File: src/hdl/csrtc_pkg.sv
// Shared types and constants of the CSR triangle counter.
// Used by the RAM-backed datapath, the sequencer and the top level.
package csrtc_pkg;

	localparam int DEF_MAX_VERTICES = 4096;
	localparam int DEF_MAX_EDGES    = 65536;
	localparam int NB_W             = 12;
	localparam int MARK_DEPTH       = 4096;
	localparam int COUNT_W          = 32;
	localparam int VC_W             = 13;
	localparam int CFG_IDX_W        = 8;
	localparam int CFG_DATA_W       = 13;

	localparam logic [1:0] OP_LOAD_VTX = 2'd0;
	localparam logic [1:0] OP_LOAD_EDGE = 2'd1;
	localparam logic [1:0] OP_RUN      = 2'd2;
	localparam logic [1:0] OP_READ     = 2'd3;

	localparam logic [CFG_IDX_W-1:0] REG_VERTEX_COUNT = 8'd0;
	localparam logic [CFG_IDX_W-1:0] REG_ATTR_MODE    = 8'd1;

	localparam logic KIND_TOTAL = 1'b0;
	localparam logic KIND_VERTEX = 1'b1;

	typedef struct packed {
		logic ld_vtx;
		logic ld_nb;
		logic run_init;
		logic rd_issue;
		logic clr_step;
		logic u_rd;
		logic u_span;
		logic u_inc;
		logic nb_rd_e;
		logic nb_rd_f;
		logic e_rewind;
		logic e_inc;
		logic mark_set;
		logic mark_clr;
		logic v_rd;
		logic v_span;
		logic f_inc;
		logic mark_rd;
		logic tot_inc;
		logic vc_rd;
		logic vc_inc;
		logic out_total;
		logic out_read;
	} cmd_t;

	typedef struct packed {
		logic clr_last;
		logic u_done;
		logic e_done;
		logic f_done;
		logic nb_gt_u;
		logic nb_gt_v;
		logic mark_hit;
		logic attr;
		logic out_free;
	} sts_t;

endpackage

File: src/hdl/csrtc_ctrl.sv
// Sequencer for loads, reads and the triangle-count run.
// Depends on csrtc_pkg; drives the datapath through cmd_t, watches sts_t.
module csrtc_ctrl import csrtc_pkg::*; (
	input  logic       clk,
	input  logic       arst_n,
	input  logic       s_tvalid,
	output logic       s_tready,
	input  logic [1:0] opcode,
	input  sts_t       sts,
	output cmd_t       cmd
);

	typedef enum logic [16:0] {
		ST_IDLE    = 17'h00001,
		ST_CLR     = 17'h00002,
		ST_U_CHK   = 17'h00004,
		ST_U_SPAN  = 17'h00008,
		ST_MARK_RD = 17'h00010,
		ST_MARK_WR = 17'h00020,
		ST_V_RD    = 17'h00040,
		ST_V_CHK   = 17'h00080,
		ST_V_SPAN  = 17'h00100,
		ST_W_RD    = 17'h00200,
		ST_W_CHK   = 17'h00400,
		ST_W_HIT   = 17'h00800,
		ST_W_INC   = 17'h01000,
		ST_CM_RD   = 17'h02000,
		ST_CM_WR   = 17'h04000,
		ST_FIN     = 17'h08000,
		ST_RD_WAIT = 17'h10000
	} state_t;

	state_t state_q, state_d;
	logic   take;

	assign s_tready = (state_q == ST_IDLE);
	assign take     = s_tvalid && s_tready;

	always_comb begin
		state_d = state_q;
		cmd     = '0;
		unique case (state_q)
			ST_IDLE: begin
				if (take) begin
					unique case (opcode)
						OP_LOAD_VTX:  cmd.ld_vtx = 1'b1;
						OP_LOAD_EDGE: cmd.ld_nb = 1'b1;
						OP_RUN: begin
							cmd.run_init = 1'b1;
							state_d = ST_CLR;
						end
						OP_READ: begin
							cmd.rd_issue = 1'b1;
							state_d = ST_RD_WAIT;
						end
						default: ;
					endcase
				end
			end
			ST_CLR: begin
				cmd.clr_step = 1'b1;
				if (sts.clr_last) state_d = ST_U_CHK;
			end
			ST_U_CHK: begin
				if (sts.u_done) begin
					state_d = ST_FIN;
				end else begin
					cmd.u_rd = 1'b1;
					state_d = ST_U_SPAN;
				end
			end
			ST_U_SPAN: begin
				cmd.u_span = 1'b1;
				state_d = ST_MARK_RD;
			end
			// mark running maxima of N(u)
			ST_MARK_RD: begin
				if (sts.e_done) begin
					cmd.e_rewind = 1'b1;
					state_d = ST_V_RD;
				end else begin
					cmd.nb_rd_e = 1'b1;
					state_d = ST_MARK_WR;
				end
			end
			ST_MARK_WR: begin
				cmd.mark_set = 1'b1;
				state_d = ST_MARK_RD;
			end
			ST_V_RD: begin
				if (sts.e_done) begin
					cmd.e_rewind = 1'b1;
					state_d = ST_CM_RD;
				end else begin
					cmd.nb_rd_e = 1'b1;
					state_d = ST_V_CHK;
				end
			end
			ST_V_CHK: begin
				if (sts.nb_gt_u) begin
					cmd.e_rewind = 1'b1;
					state_d = ST_CM_RD;
				end else begin
					cmd.v_rd = 1'b1;
					state_d = ST_V_SPAN;
				end
			end
			ST_V_SPAN: begin
				cmd.v_span = 1'b1;
				state_d = ST_W_RD;
			end
			ST_W_RD: begin
				if (sts.f_done) begin
					cmd.e_inc = 1'b1;
					state_d = ST_V_RD;
				end else begin
					cmd.nb_rd_f = 1'b1;
					state_d = ST_W_CHK;
				end
			end
			ST_W_CHK: begin
				if (sts.nb_gt_v) begin
					cmd.e_inc = 1'b1;
					state_d = ST_V_RD;
				end else begin
					cmd.mark_rd = 1'b1;
					state_d = ST_W_HIT;
				end
			end
			ST_W_HIT: begin
				if (sts.mark_hit && sts.attr) begin
					cmd.tot_inc = 1'b1;
					cmd.vc_rd = 1'b1;
					state_d = ST_W_INC;
				end else begin
					cmd.tot_inc = sts.mark_hit;
					cmd.f_inc = 1'b1;
					state_d = ST_W_RD;
				end
			end
			ST_W_INC: begin
				cmd.vc_inc = 1'b1;
				cmd.f_inc = 1'b1;
				state_d = ST_W_RD;
			end
			// drop the marks of N(u) before the next vertex
			ST_CM_RD: begin
				if (sts.e_done) begin
					cmd.u_inc = 1'b1;
					state_d = ST_U_CHK;
				end else begin
					cmd.nb_rd_e = 1'b1;
					state_d = ST_CM_WR;
				end
			end
			ST_CM_WR: begin
				cmd.mark_clr = 1'b1;
				state_d = ST_CM_RD;
			end
			ST_FIN: begin
				if (sts.out_free) begin
					cmd.out_total = 1'b1;
					state_d = ST_IDLE;
				end
			end
			ST_RD_WAIT: begin
				if (sts.out_free) begin
					cmd.out_read = 1'b1;
					state_d = ST_IDLE;
				end
			end
			default: state_d = ST_IDLE;
		endcase
	end

	always_ff @(posedge clk or negedge arst_n) begin
		if (!arst_n) begin
			state_q <= ST_IDLE;
		end else begin
			state_q <= state_d;
		end
	end

endmodule

File: config.mk
export PLATFORM = sky130hd
export DESIGN_NAME = csrtc_ctrl
export DESIGN_NICKNAME = d
export VERILOG_FILES = /design/src/hdl/csrtc_pkg.sv /design/src/hdl/csrtc_ctrl.sv
export SDC_FILE = /design/constraint.sdc
export NUM_CORES = 1
export LEC_CHECK = 0
export BUFFER_PORTS_ARGS = -buffer_cell sky130_fd_sc_hd__buf_4
export CAP_MARGIN = 20
export CORE_AREA = 4 4 52 54
export CTS_CLUSTER_DIAMETER = 150
export DETAILED_ROUTE_END_ITERATION = 6
export DIE_AREA = 0 0 56 58
export PLACE_DENSITY = 0.81
export SLEW_MARGIN = 20
export SYNTH_ARGS = -nofsm -noshare
export SYNTH_HDL_FRONTEND = slang
export SYNTH_SLANG_ARGS = --single-unit
export TNS_END_PERCENT = 10
File: constraint.sdc
create_clock -name clk -period 3.32 [get_ports clk]
set_input_delay 0.664 -clock clk [delete_from_list [all_inputs] [get_ports clk]]
set_output_delay 0.664 -clock clk [all_outputs]
set_load 0.005 [all_outputs]
== Word-level counts from Yosys, hierarchy flattened ==
Cells that the tools add are included.
Word-level totals
  output and inout bits: 24
  input port bits: 14
  register bits: 17
Cells by class
  eq/ne operators: 24
  mux-type cells: 50
  reductions and logical operators: 9
Operators with widths (count)
  17-bit one-hot mux with 14 select lines: 1
  17-bit two-way mux: 3
  17-bit one-hot mux with 2 select lines: 1
  1-bit two-way mux: 31
  14-bit two-way mux: 2
  17-bit by 1-bit equality test with 1-bit output, second input constant: 1
  17-bit by 10-bit equality test with 1-bit output, second input constant: 1
  17-bit by 11-bit equality test with 1-bit output, second input constant: 1
  17-bit by 12-bit equality test with 1-bit output, second input constant: 1
  17-bit by 13-bit equality test with 1-bit output, second input constant: 1
  17-bit by 14-bit equality test with 1-bit output, second input constant: 1
  17-bit by 15-bit equality test with 1-bit output, second input constant: 1
  17-bit by 16-bit equality test with 1-bit output, second input constant: 1
  17-bit equality test, second input constant: 1
  17-bit by 2-bit equality test with 1-bit output, second input constant: 1
  17-bit by 3-bit equality test with 1-bit output, second input constant: 1
  17-bit by 4-bit equality test with 1-bit output, second input constant: 1
  17-bit by 5-bit equality test with 1-bit output, second input constant: 1
  17-bit by 6-bit equality test with 1-bit output, second input constant: 1
  17-bit by 7-bit equality test with 1-bit output, second input constant: 1
  17-bit by 8-bit equality test with 1-bit output, second input constant: 1
  17-bit by 9-bit equality test with 1-bit output, second input constant: 1
  16-bit two-way mux: 1
  15-bit two-way mux: 1
  other kinds (17): 26

== Depth between registers and ports, before layout ==
Gate-level depths: netlist of run 1.
  depth in word-level cells: 4
  depth in mapped cells: 7
  depth with buffers taken out: 6

== Least setup slack after synthesis of run 1 ==
OpenSTA, ideal clock, no wires.
  path kind: reg-to-output
  start point: register state_q[2]
  end point: output cmd[21] in the netlist's numbering
  setup slack: 0.857 ns
  data required time: 2.656 ns
  buffers on the path: 0
  stages on the path, launching flop included: 6
  arrival time: 1.799 ns
  cell sequence: dfrtp_1 or4_4 nor4_4 and4_1 nand2_1 nor3b_1
RTL lines
  start: declaration: RTL line csrtc_ctrl.sv:33  | state_t state_q, state_d;
  start signal: assignment: RTL line csrtc_ctrl.sv:180  | state_q <= state_d;
  end: declaration: RTL line csrtc_ctrl.sv:10  | output cmd_t cmd

==> results.py, run 1 <==
metrics = {
    "worst_hold_path": {
        "min_path_type": "in2async",
    },
    "worst_setup_path": {
        "end_kind": "output port",
        "cp.required_ns": 2.66,
        "crit_path_start": "state_q[9]",
        "criticalPathCategory": "reg2out",
        "cp_max_fo": 11,
        "arrival_ns": 2.45,
        "cp-start-kind": "register",
        "r2r_start": "state_q[2]",
    },
    "synthesis": {
        "avgSynthCellArea_um2": 9.319,
        "ys_async_sr_fraction_pct": 100.0,
        "synth_edf_count": 0,
        "yosysWarnings": 0,
        "syn-cell-area_mm2": 0.001165,
        "syn-num-nets": 139,
        "ys_ff_latch": 17,
        "synth-seq-area-share_pct": 36.63,
        "synth_top_flop_cell": "dfrtp_1",
        "synthCells": 125,
        "synth_cell_types": 47,
    },
    "die": {
        "fp-row-count": 17,
        "core_area_mm2": 0.002212,
        "die_area_mm2": 0.003248,
        "fp.dieH_um": 58,
        "ioPinCount": 38,
        "initial_core_util_pct": 52.66,
        "fp.dieW_um": 56,
    },
    "power_and_ir_drop": {
        "p_leak_nw": 0.7569,
        "vdd.ir_drop.worst_mv": 0.3383,
        "cellPowerDensity_mw_per_mm2": 498.9,
    },
    "global_route": {
        "grt_usage_pct": 18.24,
        "grt_first_pass_wirelength_um": 4761,
        "grt_max_degree": 18,
        "antenna_found_initial": 0,
        "grt-ovfl-total": 0,
        "grt_pass1_vias": 1070,
    },
    "cts": {
        "clk_latency_ns": 0.29,
        "cts_max_level": 1,
        "hold_buffers": 0,
        "cts.sinks": 17,
        "cts_resized": 0,
        "clockBufferDepth": 2,
        "cts_root_buf": "clkbuf_4",
        "cts_tree": "built",
        "cts_setup_buffers": 0,
        "clkTransAtPathRegs_ns": 0.10,
        "cts_buffers": 3,
    },
    "cells_and_area": {
        "syn2layout_area_growth_pct": 29.11,
        "final_common_cell": "buf_4",
        "final_cell_mix": "buf_4, dfrtp_1, nor2_1",
        "final_cells": 193,
        "nets": 180,
        "design_area_mm2": 0.001504,
        "drive_above_1_share_pct": 35.15,
        "top_regs": "state_q: 17 flops",
        "antenna_cells": 0,
        "largest_register_ffs": 17,
        "top_register": "state_q",
    },
    "placement": {
        "dp_slack_ns": 0.5481,
        "placedCellCount": 189,
        "dpl_cell_area_mm2": 0.001478,
        "portBuffers": 37,
        "gp_congestion": 0.8715,
        "dp_hpwl_um": 2269,
    },
    "timing": {
        "worstMarginPinSlew_ns": 0.4614,
        "finalCriticalPeriod_ns": 3.115,
        "relSlewSlack_pct": 68.96,
        "slew_violations": 0,
        "holdWs_ns": 0.2138,
        "fin_crit_sh_pct": 93.82,
        "hold_viol_final": 0,
        "fmax_mhz": 321.1,
        "rsz0062_at_grt": "false",
        "setup_ws_ns": 0.2053,
        "clock_skew_ns": 0.002220,
        "finalSetupViolCount": 0,
        "tns_ns": 0,
    },
    "flow_run": {
        "cap_viol_max_count": 0,
    },
    "drt": {
        "wire_per_inst_um": 14.75,
        "drcViolationCount": 0,
        "drt-initial-drc-count": 17,
        "via_per_inst": 5.756,
        "finalWirelength_um": 2846,
        "ant_nets": 0,
        "dr.pass1.iters": 4,
        "vias": 1111,
    },
    "status": {
        "status": "finished, final reports clean",
    },
}
-- critical path, stage by stage (launching register included) --
cell	delay [ns]
dfrtp_1	0.50
or3_1	0.51
nor4_4	0.40
and4_1	0.29
nand2_1	0.12
nor3b_1	0.21
buf_4	0.14
-- power breakdown --
group	internal, W	total, W	switching [W]
sequential	0.000232	0.000256	0.0000241
clock	0.0000468	0.000113	0.0000663
combinational	0.000189	0.000381	0.000192
-- final cells by class --
type | instances | area (µm²)
Tap cell | 28 | 35.03
Clock buffer | 4 | 26.28
Fill cell | 186 | 708.2
Sequential cell | 17 | 426.7
Inverter | 4 | 15.01
Multi-Input combinational cell | 102 | 715.7
Timing Repair Buffer | 38 | 285.3
-- routing by layer --
metal  up-vias  GRT usage, %  wire [µm]
met1       513         22.15       1190
met5         -             0          0
li1        548             -          -
met2        44         31.39       1400
met4         0         4.068         34
met3         6         6.236        221
-- metrics by stage --
step           utilization [%]  total power (W)
5_1_grt                  67.99        0.0008101
6_report                 67.99        0.0007503
3_3_place_gp             66.80        0.0006315
4_1_cts                  67.99        0.0007569
3_5_place_dp             66.80        0.0006419
2_1_floorplan                -        0.0005225
-- final timing paths --
| kind | to | slack (ns) | cells past startpoint |
|---|---|---|---|
| worst min register to register | state_q[16] | 0.56 | 1 |
| worst min-delay path | state_q[2] | 0.21 | 1 |
| worst max register to register | state_q[0] | 0.91 | 6 |
| min in group clk | state_q[3] | 0.53 | 2 |
| max in group asynchronous | state_q[0] | 2.85 | 1 |
| worst max-delay path | cmd[21] | 0.21 | 6 |
-- logic make-up (layout without fill, tap and decap cells) --
| family | count (synthesis) | count (layout) | share of synthesized area, % |
|---|---|---|---|
| buffers and inverters | 6 | 46 | 1.933 |
| XOR/XNOR | 1 | 1 | 0.7520 |
| AND/OR/NAND/NOR | 78 | 78 | 45.44 |
| AO/OA/AOI/OAI | 22 | 22 | 13.96 |
| multiplexers | 1 | 1 | 1.289 |
| flip-flops | 17 | 17 | 36.63 |
-- cell usage after synthesis, drive strengths merged, types with 2 or more instances --
| master | number | area (µm²) |
|---|---|---|
| dfrtp | 16 | 400.4 |
| nor2 | 14 | 55.06 |
| nand2 | 10 | 37.54 |
| nor4 | 6 | 58.80 |
| nor4b | 6 | 82.58 |
| or2 | 6 | 37.54 |
| a21oi | 5 | 25.02 |
| nor2b | 5 | 31.28 |
| nor3 | 5 | 25.02 |
| inv | 4 | 15.01 |
| nand2b | 4 | 25.02 |
| a21o | 3 | 22.52 |
| and2 | 3 | 18.77 |
| and4 | 3 | 27.53 |
| nand3b | 3 | 22.52 |
| o21ai | 3 | 15.01 |
| a22o | 2 | 17.52 |
| and3 | 2 | 12.51 |
| clkbuf | 2 | 7.510 |
| nor3b | 2 | 15.01 |
| o22ai | 2 | 26.28 |
Note: power is estimated with default switching activity, not from simulation.
==> run 2: changes to the inputs <==
--- a/config.mk
+++ b/config.mk
@@ -5,13 +5,14 @@
 export SDC_FILE = /design/constraint.sdc
 export NUM_CORES = 1
 export LEC_CHECK = 0
+export ABC_AREA = 1
 export BUFFER_PORTS_ARGS = -buffer_cell sky130_fd_sc_hd__buf_4
 export CAP_MARGIN = 20
-export CORE_AREA = 4 4 52 54
+export CORE_AREA = 4 4 54 56
 export CTS_CLUSTER_DIAMETER = 150
 export DETAILED_ROUTE_END_ITERATION = 6
-export DIE_AREA = 0 0 56 58
-export PLACE_DENSITY = 0.81
+export DIE_AREA = 0 0 58 60
+export PLACE_DENSITY = 0.82
 export SLEW_MARGIN = 20
 export SYNTH_ARGS = -nofsm -noshare
 export SYNTH_HDL_FRONTEND = slang
==> results.py, run 2 <==
metrics = {
    "status": {
        "status": "finished, final reports clean",
    },
    "global_route": {
        "antenna_found_initial": 0,
        "grt_first_pass_wirelength_um": 5140,
        "grt_max_degree": 18,
        "grt-ovfl-total": 0,
        "grt_pass1_vias": 1213,
        "grt_usage_pct": 19.41,
    },
    "synthesis": {
        "yosys.cell_count.top_type": "inv_1",
        "syn-num-nets": 222,
        "synth_cell_types": 26,
        "synth_top_flop_cell": "dfrtp_1",
        "synth_edf_count": 0,
        "synth_area_leader_cell": "dfrtp_1",
        "synthCells": 208,
        "netlist_top_cells_count": "inv_1, nand2_1, nor2_1",
        "syn-cell-area_mm2": 0.001309,
        "synth_top_area_share_pct": 30.59,
        "yosysWarnings": 0,
        "synth_top_cells_by_area": "dfrtp_1, inv_1, nand2_1",
        "ys_ff_latch": 17,
        "synth-seq-area-share_pct": 32.60,
        "ys_async_sr_fraction_pct": 100.0,
        "avgSynthCellArea_um2": 6.292,
    },
    "drt": {
        "drcViolationCount": 0,
        "via_per_inst": 4.949,
        "vias": 1371,
        "dr.pass1.iters": 4,
        "wire_per_inst_um": 11.43,
        "drt-initial-drc-count": 58,
        "finalWirelength_um": 3166,
        "ant_nets": 0,
    },
    "die": {
        "core_area_mm2": 0.002432,
        "initial_core_util_pct": 53.81,
        "fp.dieW_um": 58,
        "die_area_mm2": 0.003480,
        "ioPinCount": 38,
        "fp-row-count": 18,
        "fp.dieH_um": 60,
    },
    "cts": {
        "cts_resized": 0,
        "hold_buffers": 0,
        "cts_max_level": 1,
        "cts_root_buf": "clkbuf_4",
        "cts.sinks": 17,
        "clockBufferDepth": 2,
        "cts_tree": "built",
        "cts_setup_buffers": 0,
        "clkTransAtPathRegs_ns": 0.11,
        "cts_buffers": 3,
        "clk_latency_ns": 0.30,
    },
    "cells_and_area": {
        "syn2layout_area_growth_pct": 24.38,
        "nets": 262,
        "final_common_cell": "inv_1",
        "top_register": "state_q",
        "final_cell_mix": "inv_1, nand2_1, nor2_1",
        "antenna_cells": 0,
        "drive_above_1_share_pct": 24.70,
        "top_regs": "state_q: 17 flops",
        "fill_cells": 236,
        "largest_register_ffs": 17,
        "final_util_pct": 66.92,
        "design_area_mm2": 0.001628,
    },
    "timing": {
        "holdWs_ns": 0.2051,
        "slew_violations": 0,
        "hold_viol_final": 0,
        "finalCriticalPeriod_ns": 2.693,
        "fmax_mhz": 371.3,
        "rsz0062_at_grt": "false",
        "clock_skew_ns": 0.009668,
        "relSlewSlack_pct": 71.28,
        "worstMarginPinSlew_ns": 0.4304,
        "tns_ns": 0,
        "finalSetupViolCount": 0,
        "fin_crit_sh_pct": 81.13,
    },
    "worst_setup_path": {
        "criticalPathCategory": "reg2out",
        "arrival_ns": 2.03,
        "cp_max_fo": 11,
        "cp-start-kind": "register",
        "worst_path_max_delay_cell": "dfrtp_1",
        "crit_path_frequent_cell": "nor2_2",
        "crit_buf_inv": 1,
        "end_kind": "output port",
        "path_cells": "nor2_2 -> nand2_2 -> nor2_2 -> nand3_1 -> o21bai_1 -> nand2_1 -> buf_4",
        "cpPeakStageDelay_ns": 0.42,
        "cp.required_ns": 2.66,
        "crit_family": "simple AND/OR/NAND/NOR gates",
        "r2r_slack_ns": 1.54,
    },
    "placement": {
        "portBuffers": 37,
        "dpl_cell_area_mm2": 0.001602,
        "dp_hpwl_um": 2589,
        "gp_congestion": 0.8571,
    },
    "power_and_ir_drop": {
        "power.share.clock_pct": 14.3,
        "pwr-share-seq_pct": 32.5,
        "vdd.ir_drop.worst_mv": 0.4277,
        "p_switching_w": 0.0003633,
        "cellPowerDensity_mw_per_mm2": 488.7,
        "total_power_w": 0.0007955,
        "p_int_w": 0.0004322,
        "switching_share_pct": 45.67,
        "p_leak_nw": 1.014,
        "p_comb_share_pct": 53.1,
    },
    "worst_hold_path": {
        "min_path_type": "in2async",
    },
    "flow_run": {
        "cap_viol_max_count": 0,
    },
}
==> run 2: changes by cell type in the layout (fill, tap and decap cells not counted), moves of 4 or more <==
| cell | change |
|---|---|
| inv_1 | +39 |
| nand2_1 | +30 |
| nand2b_1 | -4 |
| nand3_1 | +24 |
| nor2_1 | +27 |
| nor2_2 | +8 |
| nor2b_1 | -5 |
| nor4b_1 | -4 |
| or2_2 | -5 |
==> run 2: layout make-up <==
type	count	area, µm²	share of cell area (%)
multi-input combinational	144	689.4	42.35
clock buffer	4	26.28	1.614
tap	30	37.54	2.306
sequential	17	426.7	26.21
timing repair buffer	37	277.8	17.06
inverter	45	170.2	10.45
==> run 2: through the flow <==
| step | cells | setup WS, ns |
|---|---|---|
| 4_1_cts | 277 | 0.6578 |
| 5_1_grt | 277 | 0.4821 |
| 2_1_floorplan | 208 | 1.383 |
| 3_3_place_gp | 273 | 1.061 |
| 3_5_place_dp | 273 | 0.9906 |
| 6_report | 277 | 0.6266 |
==> run 2: power groups by stage <==
| stage | sequential [W] | clock (W) | combinational, W |
|---|---|---|---|
| 3_5_place_dp | 0.000261 | 0 | 0.000422 |
| 3_3_place_gp | 0.000262 | 0 | 0.000418 |
| 5_1_grt | 0.000263 | 0.000124 | 0.000486 |
| 4_1_cts | 0.000258 | 0.000115 | 0.000422 |
| 2_1_floorplan | 0.000256 | 0 | 0.000333 |
| 6_report | 0.000259 | 0.000114 | 0.000423 |
==> run 2: final timing paths <==
| check | start | endpoint | depth (start not counted) |
|---|---|---|---|
| hold reg to reg | state_q[15] | state_q[15] | 2 |
| min in group clk | sts[3] | state_q[11] | 2 |
| setup reg to reg | state_q[4] | state_q[1] | 10 |
| max in group asynchronous | arst_n | state_q[0] | 1 |
| setup / recovery | state_q[4] | cmd[6] | 7 |
| hold / removal | arst_n | state_q[6] | 1 |
==> run 2: per-layer routing <==
| layer | track usage, % | up-vias | share of wire, % |
|---|---|---|---|
| met5 | 0 | - | 0 |
| met4 | 2.980 | 0 | 0.60 |
| met3 | 4.536 | 2 | 5.5 |
| met2 | 34.52 | 39 | 50 |
| met1 | 24.36 | 611 | 44 |
| li1 | - | 719 | - |
==> run 2: cells by family after synthesis <==
| group | after synthesis | share of synthesized area (%) |
|---|---|---|
| DFF | 17 | 32.60 |
| buffers and inverters | 47 | 14.72 |
| and+or+nand+nor | 132 | 47.13 |
| AOI/OAI and AO/OA | 12 | 5.545 |
==> run 3: changes to the inputs <==
--- a/config.mk
+++ b/config.mk
@@ -8,11 +8,11 @@
 export ABC_AREA = 1
 export BUFFER_PORTS_ARGS = -buffer_cell sky130_fd_sc_hd__buf_4
 export CAP_MARGIN = 20
-export CORE_AREA = 4 4 54 56
+export CORE_AREA = 4 4 59 61
 export CTS_CLUSTER_DIAMETER = 150
 export DETAILED_ROUTE_END_ITERATION = 6
-export DIE_AREA = 0 0 58 60
-export PLACE_DENSITY = 0.82
+export DIE_AREA = 0 0 63 65
+export PLACE_DENSITY = 0.72
 export SLEW_MARGIN = 20
 export SYNTH_ARGS = -nofsm -noshare
 export SYNTH_HDL_FRONTEND = slang
==> constraint.sdc (replaced) <==
create_clock -name clk -period 2.2 [get_ports clk]
set_input_delay 0.44 -clock clk [delete_from_list [all_inputs] [get_ports clk]]
set_output_delay 0.44 -clock clk [all_outputs]
set_load 0.005 [all_outputs]
==> results.py, run 3 (synthesis results as in run 2) <==
metrics = {
    "drt": {
        "finalWirelength_um": 3403,
        "via_per_inst": 4.997,
        "wire_per_inst_um": 11.61,
        "drcViolationCount": 0,
        "drt-initial-drc-count": 34,
        "dr.pass1.iters": 4,
        "ant_nets": 0,
        "vias": 1464,
    },
    "cells_and_area": {
        "largest_register_ffs": 17,
        "antenna_cells": 0,
        "top_register": "state_q",
        "final_cell_mix": "buf_4, inv_1, nand2_1",
        "seq_area_um2": 427.9,
        "drive_above_1_share_pct": 33.46,
        "final_common_cell": "buf_4",
        "multi_input_area_um2": 747.0,
        "nets": 275,
        "fill_cells": 281,
        "top_regs": "state_q: 17 flops",
        "final_util_pct": 60.29,
        "final_cells": 293,
        "design_area_mm2": 0.001795,
        "syn2layout_area_growth_pct": 37.19,
    },
    "timing": {
        "finalCriticalPeriod_ns": 2.183,
        "rsz0062_at_grt": "true",
        "fin_crit_sh_pct": 99.24,
        "hold_viol_final": 0,
        "clock_skew_ns": 0.001642,
        "slew_violations": 0,
        "fmax_mhz": 458.0,
        "finalSetupViolCount": 0,
        "worstMarginPinSlew_ns": 0.4494,
        "holdWs_ns": 0.2918,
        "relSlewSlack_pct": 69.81,
    },
    "global_route": {
        "grt_first_pass_wirelength_um": 5499,
        "grt_pass1_vias": 1307,
        "grt-ovfl-total": 0,
        "antenna_found_initial": 0,
        "grt_usage_pct": 16.75,
        "grt_max_degree": 18,
    },
    "power_and_ir_drop": {
        "total_power_w": 0.001368,
        "p_leak_nw": 1.093,
        "cellPowerDensity_mw_per_mm2": 761.8,
        "vdd.ir_drop.worst_mv": 0.4166,
    },
    "worst_setup_path": {
        "criticalPathCategory": "reg2out",
        "arrival_ns": 1.74,
        "reg2reg_depth": 13,
        "endpoint": "cmd[17]",
        "cp-start-kind": "register",
        "cp_max_fo": 9,
        "r2r_end": "state_q[0]",
        "r2r_slack_ns": 0.46,
        "crit_path_start": "state_q[13]",
        "end_kind": "output port",
        "r2r_start": "state_q[13]",
        "cp.required_ns": 1.76,
    },
    "placement": {
        "portBuffers": 37,
        "gp_congestion": 0.8937,
        "placedCellCount": 279,
        "dpl_cell_area_mm2": 0.001628,
        "dp_hpwl_um": 2651,
    },
    "flow_run": {
        "cap_viol_max_count": 0,
    },
    "worst_hold_path": {
        "min_path_type": "in2reg",
    },
    "cts": {
        "cts.sinks": 17,
        "cts_max_level": 1,
        "cts_buffers": 3,
        "cts_tree": "built",
        "clk_latency_ns": 0.30,
        "cts_root_buf": "clkbuf_4",
        "clkTransAtPathRegs_ns": 0.10,
        "clockBufferDepth": 2,
    },
    "die": {
        "fp.dieW_um": 63,
        "fp.dieH_um": 65,
        "die_area_mm2": 0.004095,
        "ioPinCount": 38,
        "initial_core_util_pct": 43.95,
        "core_area_mm2": 0.002978,
        "fp-row-count": 20,
    },
    "status": {
        "status": "finished, final reports clean",
    },
}
-- run 3: changes by cell type in the layout (fill, tap and decap cells not counted), sizes merged --
cell | before | now
buf | 37 | 49
clkinv | 1 | 2
dlygate4sd3 | 0 | 1
clkbuf | 4 | 3
-- run 3: worst max-delay path: stages (launching register included) --
cell	delay (ns)
dfrtp_1	0.43
nor2_2	0.13
nand2_2	0.11
nor2_4	0.19
buf_4	0.15
buf_6	0.13
nand3b_1	0.10
nor2_1	0.10
buf_4	0.12
-- run 3: power by group --
group	switching (W)	internal (W)	total (W)
logic	0.000485	0.000318	0.000804
registers	0.0000361	0.000356	0.000392
clock network	0.000105	0.0000678	0.000172
total	0.000626	0.000742	0.00137
-- run 3: metal layers --
| layer | wire [µm] | up-vias | global-route usage (%) |
|---|---|---|---|
| met5 | 0 | - | 0 |
| met4 | 29 | 0 | 4.132 |
| met3 | 160 | 5 | 3.986 |
| met2 | 1692 | 25 | 27.80 |
| met1 | 1520 | 688 | 21.88 |
| li1 | - | 746 | - |
-- run 3: timing repair --
| item | in CTS | in global routing |
|---|---|---|
| setup buffers | 1 | 8 |
| hold endpoints to repair | 16 | 0 |
| setup endpoints to repair | 10 | 16 |
| cloned | 0 | 0 |
| hold buffers | 1 | 0 |
| pin swaps | 1 | 12 |
| gates resized for setup | 6 | 12 |
-- run 3: worst min path at each step --
| stage | start | to | slack, ns | depth (start not counted) |
|---|---|---|---|---|
| 6_report | sts[3] | state_q[11] | 0.29 | 2 |
| 5_1_grt | sts[5] | state_q[10] | 0.28 | 2 |
| 4_1_cts | sts[3] | state_q[11] | 0.28 | 2 |
| 3_5_place_dp | arst_n | state_q[13] | 0.32 | 1 |
| 3_3_place_gp | arst_n | state_q[13] | 0.32 | 1 |
| 2_1_floorplan | arst_n | state_q[10] | 0.14 | 0 |
-- run 3: metrics by stage --
stage	worst slack (ns)	setup TNS, ns
6_report	0.01664	0
5_1_grt	-0.1517	-1.278
4_1_cts	-0.01049	-0.01425
3_5_place_dp	0.2346	0
3_3_place_gp	0.2264	0
2_1_floorplan	0.4873	0
-- run 3: area by class of cell --
cell class | count | area share, %
multi-input cells | 144 | 41.60
flip-flops and latches | 17 | 23.83
repair buffers | 50 | 21.25
inverters | 45 | 9.477
well taps | 33 | 2.300
clock buffers | 3 | 1.254
clock inverters | 1 | 0.2787
